**src/hdl/amst_pkg.sv**
```systemverilog
// Package for the affine matrix stack: operation codes, sizes, CORDIC table,
// fixed-point helpers. No dependencies.
package amst_pkg;

  localparam int StackDepth  = 64;
  localparam int CordicSteps = 16;
  localparam int LvlW        = $clog2(StackDepth);
  localparam int AddrW       = $clog2(StackDepth * 8);

  localparam logic [3:0] OP_IDENT     = 4'd0;
  localparam logic [3:0] OP_TRANSLATE = 4'd1;
  localparam logic [3:0] OP_SCALE     = 4'd2;
  localparam logic [3:0] OP_ROTATE    = 4'd3;
  localparam logic [3:0] OP_PUSH      = 4'd4;
  localparam logic [3:0] OP_POP       = 4'd5;
  localparam logic [3:0] OP_SET       = 4'd6;
  localparam logic [3:0] OP_COMPOSE   = 4'd7;
  localparam logic [3:0] OP_XFORM     = 4'd8;

  localparam logic [1:0] ST_OK       = 2'd0;
  localparam logic [1:0] ST_PUSHFULL = 2'd1;
  localparam logic [1:0] ST_POPBOT   = 2'd2;

  localparam logic signed [31:0] TwoPi   = 32'sd411775;
  localparam logic signed [31:0] Pi      = 32'sd205887;
  localparam logic signed [31:0] HalfPi  = 32'sd102944;
  localparam logic signed [33:0] CordicK = 34'sd652032874;
  localparam logic signed [31:0] One     = 32'sd65536;

  // floor(2^50 / 2pi): quotient estimate is exact or one low
  localparam logic [31:0] TwoPiRecip = 32'((64'd1 << 50) / 64'd411775);

  function automatic logic signed [33:0] atan_q30(input logic [4:0] i);
    logic signed [33:0] v;
    case (i)
      5'd0:  v = 34'sd843314857;
      5'd1:  v = 34'sd497837829;
      5'd2:  v = 34'sd263043837;
      5'd3:  v = 34'sd133525159;
      5'd4:  v = 34'sd67021687;
      5'd5:  v = 34'sd33543516;
      5'd6:  v = 34'sd16775851;
      5'd7:  v = 34'sd8388437;
      5'd8:  v = 34'sd4194283;
      5'd9:  v = 34'sd2097149;
      default: v = 34'sd1073741824 >>> i;
    endcase
    return v;
  endfunction

  function automatic logic signed [31:0] sat32(input logic signed [49:0] v);
    logic signed [31:0] r;
    if (v > 50'sd2147483647) r = 32'sh7fffffff;
    else if (v < -50'sd2147483648) r = 32'sh80000000;
    else r = v[31:0];
    return r;
  endfunction

  typedef struct packed {
    logic        ld_op;
    logic        cordic_go;
    logic        mul_go;
    logic [2:0]  term;
  } amst_cmd_t;

endpackage

```
**src/hdl/amst_ctrl.sv**
```systemverilog
// Controller FSM for the matrix stack: sequences fetch, compute, write-back, output.
// Depends on amst_pkg.
module amst_ctrl (
  input  logic                  clk,
  input  logic                  rst_n,
  input  logic                  in_valid,
  output logic                  in_ready,
  input  logic [3:0]            op,
  input  logic [1:0]            copies,
  input  logic                  cordic_done,
  output logic                  ld,
  output logic                  rd_go,
  output logic                  calc_go,
  output logic                  wb_go,
  output logic                  out_valid,
  input  logic                  out_ready,
  output logic                  out_last,
  output logic                  out_pt,
  output logic [1:0]            out_status,
  output logic                  cordic_go,
  output logic [amst_pkg::LvlW-1:0] lvl
);
  typedef enum logic [2:0] {S_IDLE, S_RD, S_CORD, S_CALC, S_WB, S_OUT} st_t;
  st_t st_r;
  logic [3:0] op_r;
  logic [1:0] cnt_r;
  logic [2:0] ph_r;

  assign in_ready  = (st_r == S_IDLE);
  assign ld        = in_valid && in_ready;
  assign rd_go     = (st_r == S_RD);
  assign calc_go   = (st_r == S_CALC);
  assign wb_go     = (st_r == S_WB);
  assign out_valid = (st_r == S_OUT);
  assign out_last  = (cnt_r == 2'd1);
  assign out_pt    = (op_r == amst_pkg::OP_XFORM);

  always_ff @(posedge clk) begin
    if (!rst_n) begin
      st_r <= S_IDLE;
      lvl <= '0;
      cordic_go <= 1'b0;
      out_status <= amst_pkg::ST_OK;
      cnt_r <= 2'd1;
      op_r <= '0;
      ph_r <= '0;
    end else begin
      cordic_go <= (st_r == S_RD) && (ph_r == 3'd6) && (op_r == amst_pkg::OP_ROTATE);
      case (st_r)
        S_IDLE: if (ld) begin
          op_r <= op;
          cnt_r <= (op == amst_pkg::OP_XFORM && copies[1]) ? 2'd2 : 2'd1;
          out_status <= amst_pkg::ST_OK;
          ph_r <= '0;
          st_r <= S_RD;
        end
        S_RD: begin
          if (ph_r == 3'd6) begin
            ph_r <= '0;
            if (op_r == amst_pkg::OP_ROTATE) st_r <= S_CORD;
            else st_r <= S_CALC;
          end else ph_r <= ph_r + 3'd1;
        end
        S_CORD: if (cordic_done) st_r <= S_CALC;
        S_CALC: begin
          if (ph_r == 3'd6) begin
            ph_r <= '0;
            st_r <= S_WB;
          end else ph_r <= ph_r + 3'd1;
        end
        S_WB: begin
          ph_r <= ph_r + 3'd1;
          if (ph_r == 3'd5) begin
            st_r <= S_OUT;
            if (op_r == amst_pkg::OP_PUSH) begin
              if (lvl == amst_pkg::LvlW'(amst_pkg::StackDepth - 1))
                out_status <= amst_pkg::ST_PUSHFULL;
              else lvl <= lvl + 1'b1;
            end else if (op_r == amst_pkg::OP_POP) begin
              if (lvl == '0) out_status <= amst_pkg::ST_POPBOT;
              else lvl <= lvl - 1'b1;
            end
          end
        end
        S_OUT: if (out_ready) begin
          if (cnt_r == 2'd1) st_r <= S_IDLE;
          cnt_r <= cnt_r - 2'd1;
        end
        default: st_r <= S_IDLE;
      endcase
    end
  end
endmodule

```
**config.mk**
```make
export PLATFORM = sky130hd
export DESIGN_NAME = amst_ctrl
export DESIGN_NICKNAME = d
export VERILOG_FILES = /design/src/hdl/amst_pkg.sv /design/src/hdl/amst_ctrl.sv
export SDC_FILE = /design/constraint.sdc
export NUM_CORES = 1
export LEC_CHECK = 0
export BUFFER_PORTS_ARGS = -buffer_cell sky130_fd_sc_hd__buf_4
export CORE_UTILIZATION = 53
export DETAILED_ROUTE_END_ITERATION = 16
export PLACE_DENSITY_LB_ADDON = 0.2
export REMOVE_ABC_BUFFERS = 1
export SETUP_SLACK_MARGIN = 0.4
export SLEW_MARGIN = 20
export SYNTH_ARGS = -nofsm -noshare
export SYNTH_HDL_FRONTEND = slang
export SYNTH_SLANG_ARGS = --single-unit
```
**constraint.sdc**
```tcl
create_clock -name clk -period 2.7 [get_ports clk]
set_clock_uncertainty 0.1 [all_clocks]
set_input_delay 0.405 -clock clk [delete_from_list [all_inputs] [get_ports clk]]
set_output_delay 0.405 -clock clk [all_outputs]
set_load 0.03 [all_outputs]
```
==> results_dict.tcl, run 1 <==
set metrics [dict create \
    path_max_fanout 12 \
    synth-xor-area-share_pct 3.35 \
    hp-class "in -> reg" \
    core-area_sq_mm 0.00228 \
    overflow 0 \
    clock_sink_count 21 \
    comb_power_share_pct 17.7 \
    p_sw_share_pct 27.7 \
    initial_core_util_pct 57.5 \
    yosysUniqueCellTypes 50 \
    netlist_instances 163 \
    die_h_microns 51.7 \
    fillers 188 \
    pin_count 28 \
    powerDensity_mw_per_mm2 374 \
    rows 17 \
    p_sw_mw 0.160 \
    clkTransAtPathRegs_ps 120 \
    grt_usage_pct 24.0 \
    cp_top_family "simple AND/OR/NAND/NOR gates" \
    slew_violations 0 \
    synth_top_family_by_area "simple AND/OR/NAND/NOR gates" \
    drtIter0Drc 26 \
    synth.yosys.seq_area_share_pct 32.1 \
    synth-adder-area-share_pct 6.69 \
    clock.fmax_mhz 463 \
    whs_ps 256 \
    path_cells "or3b_1 > nor3_1 > and3_1 > mux2i_1 > nor2_1" \
    dp.cells 210 \
    seqPwrFrac_pct 56.5 \
    cts_buffers 3 \
    status "finished, final reports clean" \
    avgRoutedWirePerCell_microns 13.1 \
    placed_cell_area_sq_mm 0.00151 \
    multiInputGateArea_sq_um 811 \
    insertion_delay_ps 290 \
    wl_mm 2.84 \
    synth_compound_area_share_pct 22.5 \
    cts_tree "built" \
    h-tree-depth 1 \
    synthMuxAreaShare_pct 3.25 \
    yosysWarnings 0 \
    max_stage_delay_ps 500 \
    io_buffer_count 26 \
    antenna_cells 0 \
    hold_buffers 0 \
    cts_max_path_buffers 2 \
    viasPerCell 5.72 \
    syn_avg_cell_area_sq_um 8.03 \
    clockPowerShare_pct 25.8 \
    finalSetupViolCount 0 \
    synth_edf_count 0 \
    seq_area_sq_um 422 \
    power.leakage_nw 0.638 \
    crit_type "reg -> reg" \
    synthArstFlopShare_pct 0 \
    required_ps 2780 \
    syn_to_final_growth_pct 18.3 \
    final_net_count 207 \
    final_area_sq_mm 0.00155 \
    dieArea_sq_mm 0.00267 \
    cpMaxStageDelayCell "or3b_1" \
    maxCapViolCount 0 \
    root_buffer "clkbuf_4" \
    first_pass_iters 4 \
    dp_hpwl_mm 2.16 \
    antenna_found_initial 0 \
    cp-start-kind "flip-flop" \
    cp.buffers_inverters 0 \
    dr_total_vias 1235 \
    intPower_mw 0.418 \
    fin_crit_ps 2160 \
    synth_area_sq_mm 0.00131 \
    critPathCaptureType "flip-flop" \
    synthSimpleGateAreaFrac_pct 26.2 \
    drc 0 \
    synth-seq-cells 21 \
    peakVddDrop_v 0.000294 \
    slew_headroom_pct 68.0 \
    grt_pass1_vias 1088 \
    drtAntennaViolNets 0 \
    fin_crit_sh_pct 80.0 \
    worst_pin_slew_ps 476 \
    finalHoldViolCount 0 \
    rsz0062_at_grt "true" \
    layoutNonFillerInstCount 216 \
    arrival_ps 2240 \
    die_x_microns 51.7 \
    ys.flop_type "dfxtp_1" \
    drive_gt1_share_pct 22.3 \
    fin_tns_setup_ps 0 \
    grt_pass1_wl_mm 4.86 \
    place.gp.congestion 0.890 \
    grt_max_degree 14 \
]
-- layout make-up --
type                    count  area share [%]
well taps                  28            2.26
flip-flops and latches     21            27.2
inverters                  11            2.83
clock buffers               4            1.70
multi-input cells         124            52.4
repair buffers             28            13.6
-- registers in the layout, indices dropped and copies added (netlist names) --
signal      cells
cnt_r           2
lvl             6
cordic_go       1
out_status      2
st_r            3
ph_r            3
op_r            4
-- worst reg2reg max path, stage by stage (launching register included) --
cell and delay [ps]:
dfxtp_2 450, or3b_1 500, nor3_1 330, and3_1 400, mux2i_1 220, nor2_1 50
-- metal layers --
metal	GRT usage [%]	vias up	routed length, microns
met4	5.41	0	14
li1	-	639	-
met1	32.2	575	1400
met3	3.51	2	58
met2	40.3	19	1370
met5	0	-	0
-- placed cells by master (no fill, tap or decap), types with 3 or more instances in the layout --
cell       n
clkbuf_4   3
a21oi_1   16
nor3_1     6
nor2_1    14
buf_4     28
xnor2_1    3
nand2_1   21
o21a_1     4
ha_1       7
dfxtp_1   20
nand3_1    3
inv_1      8
-- what timing repair did --
| item | 4_1_cts | 5_1_grt |
|---|---|---|
| gates resized for setup | 0 | 1 |
| setup endpoints to repair | 0 | 7 |
| buffers inserted | 0 | 2 |
-- synthesized netlist by cell type, types with 2 or more instances --
library cell | n | share of area, %
nand3_1 | 3 | 1.1
o21ai_0 | 2 | 0.76
and3_1 | 2 | 0.96
a21oi_1 | 16 | 6.1
a311oi_1 | 2 | 1.3
o211ai_1 | 2 | 1.1
nand4_1 | 2 | 0.96
nand2_1 | 21 | 6.0
inv_2 | 2 | 0.57
dfxtp_1 | 21 | 32
mux2_2 | 2 | 1.7
nor2b_1 | 2 | 0.96
inv_1 | 8 | 2.3
o21ai_1 | 2 | 0.76
nor3_1 | 6 | 2.3
xnor2_1 | 3 | 2.0
a221oi_1 | 2 | 1.3
nor3b_1 | 2 | 1.1
o21a_1 | 4 | 2.3
nor4_1 | 2 | 0.96
clkbuf_1 | 6 | 1.7
nor2_1 | 14 | 4.0
ha_1 | 7 | 6.7
o21bai_1 | 2 | 1.1
xor2_1 | 2 | 1.3
mux2i_1 | 2 | 1.5
-- cells by family (layout without fill, tap and decap cells) --
family | after synthesis | after routing
AO/OA/AOI/OAI | 43 | 43
XOR/XNOR | 5 | 5
adder cells (fa/ha/maj) | 7 | 7
buffers and inverters | 18 | 43
flip-flops | 21 | 21
multiplexers | 4 | 4
AND/OR/NAND/NOR | 65 | 65
-- final timing paths --
| check | from | endpoint | slack [ps] | cells after the start |
|---|---|---|---|---|
| max reg2reg | st_r[2] | lvl[1] | 540 | 5 |
| min | op[2] | op_r[2] | 260 | 3 |
| max | st_r[2] | lvl[1] | 540 | 5 |
| min reg2reg | out_status[0] | out_status[0] | 380 | 2 |
-- power groups by stage --
stage / Clock [mW] / Sequential, mW / Combinational, mW
after floorplan: 0 / 0.332 / 0.0663
after global placement: 0 / 0.334 / 0.0960
after detailed placement: 0 / 0.334 / 0.0990
after CTS: 0.157 / 0.327 / 0.0997
after global routing: 0.169 / 0.329 / 0.113
final: 0.149 / 0.327 / 0.102
-- stage by stage --
stage	power (mW)	worst slack (ps)	utilization, %
3_5_place_dp	0.433	464	66.1
4_1_cts	0.584	443	67.3
2_1_floorplan	0.398	192	-
5_1_grt	0.611	374	68.0
3_3_place_gp	0.430	505	66.1
6_report	0.579	540	68.0
(Power assumes the default switching activity.)
==> run 2: changes to the inputs <==
--- a/config.mk
+++ b/config.mk
@@ -6,7 +6,7 @@
 export NUM_CORES = 1
 export LEC_CHECK = 0
 export BUFFER_PORTS_ARGS = -buffer_cell sky130_fd_sc_hd__buf_4
-export CORE_UTILIZATION = 53
+export CORE_UTILIZATION = 48
 export DETAILED_ROUTE_END_ITERATION = 16
 export PLACE_DENSITY_LB_ADDON = 0.2
 export REMOVE_ABC_BUFFERS = 1
==> constraint.sdc (replaced) <==
create_clock -name clk -period 1.75 [get_ports clk]
set_clock_uncertainty 0.1 [all_clocks]
set_input_delay 0.2625 -clock clk [delete_from_list [all_inputs] [get_ports clk]]
set_output_delay 0.2625 -clock clk [all_outputs]
set_load 0.03 [all_outputs]
==> results_dict.tcl, run 2 <==
set metrics [dict create \
    status "did not finish" \
    haltStage "global routing" \
    tool.error "[ERROR DPL-0038] Utilization greater than 100%, impossible to legalize" \
    io_buffer_count 26 \
    cts_max_path_buffers 2 \
    synth.yosys.seq_area_share_pct 32.1 \
    grt_max_degree 14 \
    yosysWarnings 0 \
    netlist_instances 163 \
    yosysUniqueCellTypes 50 \
    dp_hpwl_mm 2.50 \
    pin_count 28 \
    worst_endpoint "lvl[2]$_SDFFE_PN0P_/D" \
    ys.flop_type "dfxtp_1" \
    clock_sink_count 21 \
    synth-seq-cells 21 \
    die_x_microns 54.2 \
    die_h_microns 54.2 \
    synthArstFlopShare_pct 0 \
    worst_endpoint_kind "register input" \
    root_buffer "clkbuf_4" \
    place.gp.congestion 0.826 \
    h-tree-depth 1 \
    cts_buffers 3 \
    synth_edf_count 0 \
    yosysTopAreaCell "dfxtp_1" \
    hold_buffers 0 \
    initial_core_util_pct 51.9 \
    rows 18 \
    synth_area_sq_mm 0.00131 \
    synth_area_leaders "dfxtp_1 (32%), ha_1 (6.7%), a21oi_1 (6.1%)" \
    syn_avg_cell_area_sq_um 8.03 \
    synth_common_cells "dfxtp_1 (21), nand2_1 (21), a21oi_1 (16)" \
    netlist.area_leader.share_pct 32.1 \
]
-- run 2: cell counts after synthesis --
No cell type changed its count.
-- run 2: cell families after synthesis --
logic type / after synthesis / synth area share, %
XOR/XNOR: 5 / 3.35
buffers and inverters: 18 / 5.93
AO/OA/AOI/OAI: 43 / 22.5
flip-flops: 21 / 32.1
AND/OR/NAND/NOR: 65 / 26.2
multiplexers: 4 / 3.25
adder cells (fa/ha/maj): 7 / 6.69
-- run 2: timing repair --
item / 4_1_cts
cloned: 0
gates resized for setup: 100
buffers inserted: 23
setup endpoints to repair: 32
pin swaps: 35
-- run 2: stage by stage --
step                      hold WS, ps  setup slack (ps)  cells  setup TNS [ps]  instance area (sq um)
after CTS                        91.5              -226    268           -1140                   2300
after detailed placement          370              -233    241           -1490                   1730
after global placement            353              -185    241           -1150                   1730
after floorplan                   280              -758    156           -5100                   1270
==> run 3: changes to the inputs <==
--- a/config.mk
+++ b/config.mk
@@ -6,11 +6,11 @@
 export NUM_CORES = 1
 export LEC_CHECK = 0
 export BUFFER_PORTS_ARGS = -buffer_cell sky130_fd_sc_hd__buf_4
-export CORE_UTILIZATION = 48
+export CORE_AREA = 2 2 63 65
 export DETAILED_ROUTE_END_ITERATION = 16
-export PLACE_DENSITY_LB_ADDON = 0.2
+export DIE_AREA = 0 0 65 67
+export PLACE_DENSITY_LB_ADDON = 0.15
 export REMOVE_ABC_BUFFERS = 1
-export SETUP_SLACK_MARGIN = 0.4
 export SLEW_MARGIN = 20
 export SYNTH_ARGS = -nofsm -noshare
 export SYNTH_HDL_FRONTEND = slang
==> constraint.sdc (replaced) <==
create_clock -name clk -period 2.3 [get_ports clk]
set_clock_uncertainty 0.1 [all_clocks]
set_input_delay 0.345 -clock clk [delete_from_list [all_inputs] [get_ports clk]]
set_output_delay 0.345 -clock clk [all_outputs]
set_load 0.03 [all_outputs]
==> results_dict.tcl, run 3 (synthesized netlist as in run 1, its figures left out) <==
set metrics [dict create \
    status "finished, final reports clean" \
    dp.cells 235 \
    clock.fmax_mhz 483 \
    cp_top_family "buffers and inverters" \
    hp-class "in -> reg" \
    place.gp.congestion 0.786 \
    r2r_cells 6 \
    clock_sink_count 21 \
    final_net_count 210 \
    reg.largest.list "lvl: 6 flops, op_r: 4 flops" \
    min_from "op[2]" \
    grt_usage_pct 15.4 \
    whs_ps 238 \
    crit_top_cell "buf_4" \
    core-area_sq_mm 0.00361 \
    avgRoutedWirePerCell_microns 12.7 \
    grt_pass1_wl_mm 5.27 \
    rsz0062_at_grt "false" \
    dr_total_vias 1254 \
    overflow 0 \
    cp-start-kind "flip-flop" \
    insertion_delay_ps 260 \
    fin_crit_sh_pct 90.0 \
    worst_pin_slew_ps 502 \
    drtIter0Drc 66 \
    mostFrequentLayoutCells "buf_4 (31), nand2_1 (21), dfxtp_1 (21)" \
    finalHoldViolCount 0 \
    r2r_setup_slack_ps 240 \
    grt_pass1_vias 1195 \
    die_x_microns 65 \
    post-cts-setup-buffer-count 0 \
    critPathCaptureType "output pin" \
    grtUsageMet2_pct 25.6 \
    slew_headroom_pct 66.2 \
    use_met3_pct 3.89 \
    holdPathEnd "op_r[2]" \
    hold_path_depth 3 \
    viasPerCell 5.25 \
    cts.repair.resized 0 \
    path_cells "buf_4 > nor3_1 > nand2_1 > inv_2 > buf_4" \
    peakVddDrop_v 0.000393 \
    cts_max_path_buffers 2 \
    required_ps 1860 \
    cts_buffers 3 \
    final_common_cell "buf_4" \
    fin_crit_ps 2070 \
    wl_mm 3.05 \
    antenna_cells 0 \
    power.leakage_nw 0.660 \
    cp.buffers_inverters 3 \
    io_buffer_count 26 \
    maxCapViolCount 0 \
    met1_usage_pct 19.8 \
    rows 22 \
    path_max_fanout 8 \
    busiest_layer "met2" \
    root_buffer "clkbuf_8" \
    crit_type "reg -> out" \
    grt_max_degree 14 \
    r2r-end "lvl[0]" \
    top_register "lvl" \
    finalSetupViolCount 0 \
    hold_buffers 0 \
    arrival_ps 1620 \
    r2r_start "op_r[0]" \
    initial_core_util_pct 36.3 \
    first_pass_iters 4 \
    h-tree-depth 1 \
    drive_gt1_share_pct 23.0 \
    die_h_microns 67 \
    largest_reg_flops 6 \
    slew_violations 0 \
    drtAntennaViolNets 0 \
    cts_tree "built" \
    powerDensity_mw_per_mm2 465 \
    antenna_found_initial 0 \
    fillers 375 \
    clkTransAtPathRegs_ps 80 \
    fin_util_pct 44.7 \
    dieArea_sq_mm 0.00436 \
    drc 0 \
    layoutNonFillerInstCount 239 \
    cpMaxStageDelayCell "dfxtp_1" \
    pin_count 28 \
    syn_to_final_growth_pct 23.2 \
    max_stage_delay_ps 360 \
    dp_hpwl_mm 2.36 \
]
-- run 3: final cells by class --
| cell class | count | area [sq um] | share of cell area, % |
|---|---|---|---|
| multi-input cells | 124 | 811 | 50.3 |
| repair buffers | 31 | 233 | 14.4 |
| clock buffers | 4 | 45.0 | 2.79 |
| inverters | 11 | 43.8 | 2.72 |
| well taps | 48 | 60.1 | 3.72 |
| flip-flops and latches | 21 | 420 | 26.1 |
-- run 3: stage by stage --
step,setup TNS (ps),worst slack (ps),cell area (sq um),total power [mW]
finish,0,231,1610,0.750
global route,0,105,1610,0.783
CTS,0,228,1610,0.757
detailed placement,0,256,1570,0.512
global placement,0,279,1570,0.509
floorplan,-326,-208,1270,0.468
-- run 3: layer usage --
metal / vias up / share of wire [%]
li1: 642 / -
met1: 591 / 51
met2: 19 / 45
met3: 2 / 3.3
met4: 0 / 0.76
met5: - / 0
-- run 3: worst reg2reg max path, cell delays in order (launching register included) --
cell     delay [ps]
dfxtp_1         370
nor4b_4         410
inv_4           110
or3_1           410
and3_1          290
xnor2_1         180
nor2_1           60
-- run 3: how the worst max path moves through the flow --
stage / startpoint / end / slack [ps] / depth (start not counted)
final: st_r[1] / ld / 230 / 5
after floorplan: st_r[1] / out_status[0] / -210 / 6
after detailed placement: op_r[0] / lvl[5] / 260 / 6
after global routing: st_r[1] / ld / 100 / 5
after CTS: st_r[1] / ld / 230 / 5
after global placement: op_r[0] / lvl[1] / 280 / 6
-- run 3: where the power goes --
part / leakage [nW] / internal, mW / switching (mW)
clock network: 0.0228 / 0.123 / 0.122
registers: 0.171 / 0.372 / 0.0102
logic: 0.467 / 0.0517 / 0.0700
==> run 4: changes to the inputs <==
--- a/config.mk
+++ b/config.mk
@@ -6,10 +6,9 @@
 export NUM_CORES = 1
 export LEC_CHECK = 0
 export BUFFER_PORTS_ARGS = -buffer_cell sky130_fd_sc_hd__buf_4
-export CORE_AREA = 2 2 63 65
+export CORE_UTILIZATION = 25
 export DETAILED_ROUTE_END_ITERATION = 16
-export DIE_AREA = 0 0 65 67
-export PLACE_DENSITY_LB_ADDON = 0.15
+export PLACE_DENSITY = 0.41
 export REMOVE_ABC_BUFFERS = 1
 export SLEW_MARGIN = 20
 export SYNTH_ARGS = -nofsm -noshare
==> results_dict.tcl, run 4 (synthesized netlist as in run 1, its figures left out) <==
set metrics [dict create \
    status "finished, final reports clean" \
    slew_violations 0 \
    die_x_microns 74.4 \
    place.gp.congestion 0.742 \
    rsz0062_at_grt "false" \
    root_buffer "clkbuf_8" \
    crit_cells 6 \
    cp.buffers_inverters 1 \
    drive_gt1_share_pct 24.2 \
    path_max_fanout 11 \
    maxCapViolCount 0 \
    fin_crit_ps 2130 \
    hold_buffers 0 \
    reg.largest.list "lvl: 6 flops, op_r: 4 flops" \
    mostFrequentLayoutCells "buf_4 (34), nand2_1 (21), dfxtp_1 (21)" \
    critPathCaptureType "flip-flop" \
    arrival_ps 2160 \
    pin_count 28 \
    antenna_cells 0 \
    first_pass_iters 4 \
    fillers 535 \
    wl_mm 3.22 \
    drtAntennaViolNets 0 \
    die_h_microns 74.4 \
    top_layer "met4" \
    whs_ps 247 \
    rows 25 \
    grt_pass1_wl_mm 5.39 \
    insertion_delay_ps 260 \
    io_buffer_count 26 \
    p_total_mw 0.759 \
    required_ps 2330 \
    dieArea_sq_mm 0.00553 \
    dr_total_vias 1249 \
    cpMaxStageDelayCell "nor4b_4" \
    syn_to_final_growth_pct 26.8 \
    r2r-end "lvl[0]" \
    drc 0 \
    wl_met2_mm 1.42 \
    top_register "lvl" \
    drt-met1-wl_mm 1.64 \
    route.met3.wl_microns 138 \
    crit_type "reg -> reg" \
    r2r_cells 6 \
    slew_headroom_pct 68.2 \
    startpoint "op_r[0]" \
    final_net_count 213 \
    core-area_sq_mm 0.00488 \
    avgRoutedWirePerCell_microns 12.3 \
    final_area_sq_mm 0.00166 \
    min_from "op[0]" \
    fin_crit_sh_pct 92.5 \
    h-tree-depth 1 \
    cp_top_family "simple AND/OR/NAND/NOR gates" \
    post-cts-setup-buffer-count 0 \
    clock_sink_count 21 \
    grt_pass1_vias 1128 \
    endpoint "lvl[0]" \
    worst_pin_slew_ps 472 \
    grt_usage_pct 12.5 \
    clkTransAtPathRegs_ps 80 \
    power.leakage_nw 0.675 \
    dp_hpwl_mm 2.48 \
    fin_util_pct 34.0 \
    antenna_found_initial 0 \
    powerDensity_mw_per_mm2 458 \
    drtIter0Drc 53 \
    placed_cell_area_sq_mm 0.00161 \
    peakVddDrop_v 0.000262 \
    hp-class "in -> reg" \
    initial_core_util_pct 26.8 \
    largest_reg_flops 6 \
    cts_max_path_buffers 2 \
    final_common_cell "buf_4" \
    max_stage_delay_ps 480 \
    overflow 0 \
    dp.cells 257 \
    finalHoldViolCount 0 \
    cts.repair.resized 0 \
    clock.fmax_mhz 470 \
    cts_buffers 3 \
    finalSetupViolCount 0 \
    cp-start-kind "flip-flop" \
    r2r_start "op_r[0]" \
    cts_tree "built" \
    layoutNonFillerInstCount 261 \
    grt_max_degree 14 \
    viasPerCell 4.79 \
    r2r_setup_slack_ps 170 \
    path_cells "nor4b_4 > inv_4 > or3_1 > and3_1 > xnor2_1 > nor2_1" \
]
==> run 4: cell types whose count changed in the layout (fill, tap and decap cells not counted) <==
cell | before | now
buf_4 | 31 | 34
==> run 4: per-stage QoR <==
step | worst slack [ps] | TNS (ps)
after floorplan | -208 | -326
after global placement | 178 | 0
after detailed placement | 187 | 0
after CTS | 163 | 0
after global routing | 8.33 | 0
final | 173 | 0
==> run 4: how the worst min path moves through the flow <==
stage	endpoint	slack, ps	cells past startpoint
floorplan	cnt_r[1]	340	2
global placement	cnt_r[1]	360	2
detailed placement	cnt_r[1]	370	2
CTS	op_r[0]	240	3
global route	op_r[1]	240	3
finish	op_r[0]	250	3
==> run 4: cell type report <==
cell class                 instances  area, sq um  area share [%]
timing repair buffer              34          255            15.4
clock buffer                       4         45.0            2.71
tap                               67         83.8            5.05
inverter                          11         43.8            2.64
sequential                        21          420            25.3
multi-input combinational        124          811            48.9
==> run 4: where the power goes <==
| part | switching, mW | internal [mW] | total [mW] |
|---|---|---|---|
| registers | 0.00817 | 0.372 | 0.380 |
| clock network | 0.125 | 0.123 | 0.248 |
| logic | 0.0749 | 0.0557 | 0.131 |
==> run 4: metal layers <==
metal | track usage [%] | vias up
met5 | 0 | -
met4 | 2.52 | 0
met3 | 3.12 | 2
met2 | 19.7 | 30
met1 | 17.5 | 568
li1 | - | 649
==> run 4: worst register-to-register path: cells and delay by family, from the launching register on <==
| kind | cells | cell delay (ps) |
|---|---|---|
| flops | 1 | 380 |
| xor+xnor | 1 | 190 |
| buf+inv | 1 | 120 |
| simple gates | 4 | 1220 |
